==> config.mk <==
export PLATFORM = sky130hd
export DESIGN_NAME = ed25519_strict_byte_precheck
export DESIGN_NICKNAME = d
export VERILOG_FILES = /design/src/sv/ebp_pkg.sv /design/src/sv/ebp_torsion_match.sv /design/src/sv/ebp_scalar_check.sv /design/src/sv/ed25519_strict_byte_precheck.sv
export SDC_FILE = /design/constraint.sdc
export NUM_CORES = 1
export LEC_CHECK = 0
export BUFFER_PORTS_ARGS = -buffer_cell sky130_fd_sc_hd__buf_2
export CAP_MARGIN = 20
export CORE_AREA = 5 5 303 305
export DETAILED_ROUTE_END_ITERATION = 16
export DIE_AREA = 0 0 308 310
export PLACE_DENSITY_LB_ADDON = 0.2
export SYNTH_ARGS = -nofsm -noshare
export SYNTH_HDL_FRONTEND = slang
export SYNTH_SLANG_ARGS = --single-unit
==> constraint.sdc <==
create_clock -name clock -period 21.6 [get_ports clock]
set_clock_uncertainty 0.15 [all_clocks]
set_input_delay 1.08 -clock clock [delete_from_list [all_inputs] [get_ports clock]]
set_output_delay 1.08 -clock clock [all_outputs]
set_load 0.02 [all_outputs]
==> src/sv/ebp_pkg.sv <==
// Shared types and curve constants for the Ed25519 strict byte precheck.
package ebp_pkg;

   // One field element as seen by the byte checks: the low 255 bits of an encoding.
   typedef logic [254:0] ebp_fe_type;

   // A full 256-bit little-endian value, with word 0 in the low bits.
   typedef logic [255:0] ebp_word256_type;

   // Number of low-255-bit values that encode small-order points.
   localparam int TORSION_COUNT = 7;

   // Places in the torsion list that the canonical-sign check also needs.
   localparam int TY_ONE         = 1;
   localparam int TY_P_MINUS_ONE = 2;

   // Group order L = 2^252 + 27742317777372353535851937790883648493.
   localparam ebp_word256_type ORDER_L = {
      64'h1000000000000000, 64'h0000000000000000,
      64'h14def9dea2f79cd6, 64'h5812631a5cf5d3ed
   };

   // Field prime p = 2^255 - 19.
   localparam ebp_fe_type FIELD_P = {
      63'h7fffffffffffffff, 64'hffffffffffffffff,
      64'hffffffffffffffff, 64'hffffffffffffffed
   };

   // The seven encodings of the eight small-order points (sign bit excluded):
   // 0, 1, p-1, p, p+1, alpha and p-alpha.
   localparam ebp_fe_type TORSION_Y [TORSION_COUNT] = '{
      {63'h0000000000000000, 64'h0000000000000000,
       64'h0000000000000000, 64'h0000000000000000},
      {63'h0000000000000000, 64'h0000000000000000,
       64'h0000000000000000, 64'h0000000000000001},
      {63'h7fffffffffffffff, 64'hffffffffffffffff,
       64'hffffffffffffffff, 64'hffffffffffffffec},
      {63'h7fffffffffffffff, 64'hffffffffffffffff,
       64'hffffffffffffffff, 64'hffffffffffffffed},
      {63'h7fffffffffffffff, 64'hffffffffffffffff,
       64'hffffffffffffffff, 64'hffffffffffffffee},
      {63'h7a03ac9277fdc74e, 64'hc6cc392cfa53202a,
       64'h0f67100d760b3cba, 64'h4fd84d3d706a17c7},
      {63'h05fc536d880238b1, 64'h3933c6d305acdfd5,
       64'hf098eff289f4c345, 64'hb027b2c28f95e826}
   };

   // One request: public key A, then R and S of the signature.
   typedef struct packed {
      logic [63:0] key_word0;
      logic [63:0] key_word1;
      logic [63:0] key_word2;
      logic [63:0] key_word3;
      logic [63:0] r_word0;
      logic [63:0] r_word1;
      logic [63:0] r_word2;
      logic [63:0] r_word3;
      logic [63:0] s_word0;
      logic [63:0] s_word1;
      logic [63:0] s_word2;
      logic [63:0] s_word3;
   } ebp_req_type;

   // One result: the overall verdict and one flag per failed rule.
   typedef struct packed {
      logic accept;
      logic scalar_too_large;
      logic key_small_order;
      logic r_small_order;
      logic r_noncanonical;
   } ebp_rsp_type;

   // Match status of one encoding against the torsion list.
   typedef struct packed {
      logic small_order;
      logic is_one;
      logic is_p_minus_one;
   } ebp_match_type;

endpackage

==> src/sv/ebp_torsion_match.sv <==
// Compares one encoding against the small-order torsion encodings.
module ebp_torsion_match
   import ebp_pkg::*;
(
   input  ebp_fe_type    value,
   output ebp_match_type status
);

   logic [TORSION_COUNT-1:0] hit;

   // One equality compare per torsion encoding; the sign bit is not seen here.
   always_comb begin
      for (int i = 0; i < TORSION_COUNT; i++) begin
         hit[i] = (value == TORSION_Y[i]);
      end
   end

   // Any hit is small order; two of the hits also matter for the sign rule.
   always_comb begin
      status.small_order    = |hit;
      status.is_one         = hit[TY_ONE];
      status.is_p_minus_one = hit[TY_P_MINUS_ONE];
   end

endmodule

==> src/sv/ebp_scalar_check.sv <==
// Range check of the signature scalar S against the group order.
module ebp_scalar_check
   import ebp_pkg::*;
(
   input  ebp_word256_type scalar,
   output logic            too_large
);

   // S must be strictly below L; all 256 bits take part in the compare.
   assign too_large = (scalar >= ORDER_L);

endmodule

==> src/sv/ed25519_strict_byte_precheck.sv <==
// Top level of the Ed25519 strict byte precheck: request register, checks, result register.
//
//   Channel   Direction   Handshake             Payload
//   req_      in          req_valid/req_stall   ebp_req_type: key A, R and S words
//   rsp_      out         rsp_valid/rsp_stall   ebp_rsp_type: accept and four flags
//
// A request is registered on entry and its result is then registered in the result register,
// which drives rsp_; one request per cycle while rsp_stall does not hold the pipeline.
// The compares against constants between the two registers set the cycle time.
// Reset clears both valid bits; the payload registers are not reset.
// While a result waits under rsp_stall the whole pipeline holds, and req_stall is raised.
module ed25519_strict_byte_precheck
   import ebp_pkg::*;
(
   input  logic        clock,
   input  logic        reset,
   input  logic        req_valid,
   output logic        req_stall,
   input  ebp_req_type req_data,
   output logic        rsp_valid,
   input  logic        rsp_stall,
   output ebp_rsp_type rsp_data
);

   logic            advance;
   logic            in_valid_ff;
   ebp_req_type     in_ff;
   logic            out_valid_ff;
   ebp_rsp_type     out_ff;
   ebp_rsp_type     out_in;
   ebp_fe_type      key_value;
   ebp_word256_type r_value;
   ebp_word256_type s_value;
   ebp_match_type   key_status;
   ebp_match_type   r_status;
   logic            s_too_large;
   logic            r_at_or_above_p;
   logic            r_bad_sign;

   // The pipeline moves whenever the result register is empty or being taken.
   assign advance   = !out_valid_ff || !rsp_stall;
   assign req_stall = !advance;

   // Request register.
   always_ff @(posedge clock) begin
      if (reset) begin
         in_valid_ff <= 1'b0;
      end else if (advance) begin
         in_valid_ff <= req_valid;
      end
   end

   always_ff @(posedge clock) begin
      if (advance && req_valid) begin
         in_ff <= req_data;
      end
   end

   // Reassemble the little-endian words into full values; the key's sign bit plays no part.
   assign key_value = {in_ff.key_word3[62:0], in_ff.key_word2, in_ff.key_word1,
                       in_ff.key_word0};
   assign r_value   = {in_ff.r_word3, in_ff.r_word2, in_ff.r_word1, in_ff.r_word0};
   assign s_value   = {in_ff.s_word3, in_ff.s_word2, in_ff.s_word1, in_ff.s_word0};

   ebp_torsion_match u_key_match (
      .value  (key_value),
      .status (key_status)
   );

   ebp_torsion_match u_r_match (
      .value  (r_value[254:0]),
      .status (r_status)
   );

   ebp_scalar_check u_scalar_check (
      .scalar    (s_value),
      .too_large (s_too_large)
   );

   // R must be a reduced field element, and the sign bit is forbidden on y = 1 and y = p-1.
   assign r_at_or_above_p = (r_value[254:0] >= FIELD_P);
   assign r_bad_sign      = r_value[255] && (r_status.is_one || r_status.is_p_minus_one);

   // Collect the flags; the request passes only when none is set.
   always_comb begin
      out_in.scalar_too_large = s_too_large;
      out_in.key_small_order  = key_status.small_order;
      out_in.r_small_order    = r_status.small_order;
      out_in.r_noncanonical   = r_at_or_above_p || r_bad_sign;
      out_in.accept           = !(s_too_large || key_status.small_order ||
                                  r_status.small_order || r_at_or_above_p || r_bad_sign);
   end

   // Result register.
   always_ff @(posedge clock) begin
      if (reset) begin
         out_valid_ff <= 1'b0;
      end else if (advance) begin
         out_valid_ff <= in_valid_ff;
      end
   end

   always_ff @(posedge clock) begin
      if (advance && in_valid_ff) begin
         out_ff <= out_in;
      end
   end

   assign rsp_valid = out_valid_ff;
   assign rsp_data  = out_ff;

endmodule

==> results.ini <==
[drt]
first_pass_iters = 5
routed-via-count = 16500
ant_nets = 0
drcViolationCount = 0
wl_um = 85300
dr.first_iter.drc_count = 1334
viasPerCell = 4.78
wl_per_cell_um = 24.7

[pwr]
vdd.ir_drop.worst_v = 0.0000732
power.density_nw_per_um2 = 97.8
power_leakage_nw = 12.4

[yosys]
ys_warn_count = 0
syn_inst = 1295
synth-seq-cells = 774
netlist_area_sq_um = 26400
yosysSeqAreaShare_pct = 88.0
async_reset_ff_share_pct = 0
synthDistinctLibCells = 41
synth_top_area_cell = edfxtp_1
synthTopCellsByArea = edfxtp_1 (88%), nor4_1 (4.7%), nand4_1 (4.2%)
synth.top_cell.area_share_pct = 87.8
synth_ff_type = edfxtp_1
synth_fp_nets = 2067
synth_edf_count = 772
synth.avg_cell_area_sq_um = 20.4

[global_routing]
antenna_found_initial = 63
use_met3_pct = 6.34
grt_max_degree = 205
grt_pass1_wl_um = 116000
top_usage_layer = met2
grt_pass1_vias = 17500
grtUsageMet1_pct = 19.1
overflow = 0
grtUsageMet2_pct = 29.4
grt_usage_pct = 16.9

[clock_tree]
htree_levels = 3
clockBufferDepth = 3
tritoncts = built
cts_made_buffers = 85
root_buffer = clkbuf_16
insertion_delay_ns = 0.63
ctsHoldBuffers = 0
path_clk_slew_ns = 0.06
postCtsResizedCells = 0
postCtsSetupRepairBufs = 0
numClockSinks = 774

[placed_design]
gp_congestion = 0.879
place_inst = 3255
portBuffers = 777
hpwl_um = 67900

[timing]
period_needed_ns = 4.75
maxClockFrequency_mhz = 210
slew_headroom_pct = 23.2
setup_viol = 0
tightest_slew_ns = 1.15
maxSlewViolCount = 0
tns_ns = 0
hold_violations = 0
min_period_over_period_pct = 22.0
rsz0062_at_grt = false

[setup_path]
criticalPathCategory = in -> reg
path_max_fanout = 143
reg2reg_slack_ns = 17.10
cp.arrival_ns = 4.84
cp-end-kind = flop
r2r_cells = 6
cp-start-kind = input port
cp.required_ns = 21.69

[run_status]
status = finished clean

[floorplan]
die_area_sq_um = 95500
die_w_um = 308
start_util_pct = 29.6
dieHeight_um = 310
pin_count = 779
fp-row-count = 110
core_sq_um = 89000

[min_path]
hp-class = reg -> reg
holdPathStages = 2

[layout]
nets = 2938
drive_gt1_share_pct = 41.3
syn2layout_area_growth_pct = 31.6
multiInputGateArea_sq_um = 3160
layoutNonFillerInstCount = 3454
seq_area_sq_um = 23200
n_fill_cell = 8310

[flow_run]
maxCapViolCount = 0

-- synthesized netlist by cell type, types with 2 or more instances --
library cell and number:
a211oi_1 2, a21o_1 2, a21oi_1 9, a31oi_1 4, and3_1 2, dfxtp_1 2
edfxtp_1 772, inv_1 4, nand2_1 27, nand3_1 9, nand4_1 176, nand4b_1 5
nor2_1 21, nor3_1 15, nor4_1 198, nor4b_1 2, o211ai_1 2, o21ai_0 6
o21ai_1 2, or3_1 4, or4_1 11
-- layer usage --
metal	vias up	wire [um]
met4	36	2350
met3	170	8500
met5	-	234
met1	8097	30800
li1	7468	-
met2	736	43400
-- metrics by stage --
step	hold WS, ns	utilization, %	area (sq um)	setup WS [ns]	power (mW)
3_5_place_dp	0.316	35.7	31800	16.14	1.98
2_1_floorplan	0.289	-	26400	4.34	1.92
3_3_place_gp	0.312	35.7	31800	16.24	1.97
6_report	0.323	39.0	34700	16.85	3.40
4_1_cts	0.326	38.9	34600	16.84	3.44
5_1_grt	0.376	39.0	34700	16.58	3.52
-- worst paths after layout --
kind,startpoint,end
max,rsp_stall,in_ff[130]$_DFFE_PP_
min,in_valid_ff$_SDFFE_PP0N_,in_valid_ff$_SDFFE_PP0N_
max reg2reg,rsp_valid$_SDFFE_PP0N_,in_ff[130]$_DFFE_PP_
min reg2reg,in_valid_ff$_SDFFE_PP0N_,in_valid_ff$_SDFFE_PP0N_
-- placed cells by master (no fill, tap or decap), types with 2 or more instances in the layout --
cell	synthesis	final
o21ai_1	2	2
nor4_1	198	197
nor2_1	21	21
inv_8	0	3
a31oi_1	4	4
buf_4	0	6
or3_1	4	4
or4_1	11	11
nand2_1	27	27
diode_2	0	47
edfxtp_1	772	772
a21o_1	2	2
dfxtp_1	2	2
nor3_1	15	15
a21oi_1	9	9
nand3_1	9	9
nand4_1	176	176
clkinv_2	0	19
nor4b_1	2	2
inv_6	0	4
clkinv_4	0	2
inv_1	4	3
nand4b_1	5	5
o211ai_1	2	2
clkinv_8	0	2
clkinvlp_4	0	5
nor4_2	1	2
a211oi_1	2	2
and3_1	2	2
clkbuf_1	0	11
bufinv_16	0	10
o21ai_0	6	6
clkinv_1	0	10
clkbuf_16	0	87
buf_2	0	777
-- flip-flops by register name (all words and copies together), names as in the netlist --
name / cells
in_valid_ff: 1
rsp_valid: 1
in_ff: 767
rsp_data: 5
-- final cells by class --
| type | instances | share of cell area [%] |
|---|---|---|
| inverters | 4 | 0.0648 |
| clock inverters | 54 | 1.66 |
| well taps | 1176 | 4.23 |
| clock buffers | 98 | 6.38 |
| diodes | 47 | 0.338 |
| repair buffers | 784 | 11.4 |
| flip-flops and latches | 774 | 66.8 |
| multi-input cells | 517 | 9.10 |
-- where the power goes --
part	internal (mW)	switching (mW)	leakage (nW)
clock	0.860	0.591	1.37
combinational	0.0596	0.0731	3.48
sequential	1.76	0.0496	7.53
total	2.68	0.713	12.4
-- logic make-up (layout without fill, tap and decap cells) --
logic type             Yosys count  in the layout  share of synthesized area (%)
buffers and inverters            4            940                         0.0569
flip-flops                     774            774                           88.0
other                            0             47                              0
AO/OA/AOI/OAI                   38             38                          0.986
AND/OR/NAND/NOR                479            479                           11.0
-- critical path: stages --
cell     delay [ns]
buf_2          0.10
nand2_1        0.08
nand2_1        0.15
inv_8          0.65
buf_4          0.82
buf_4          0.86
buf_4          0.84
Note: power is estimated with default switching activity, not from simulation.
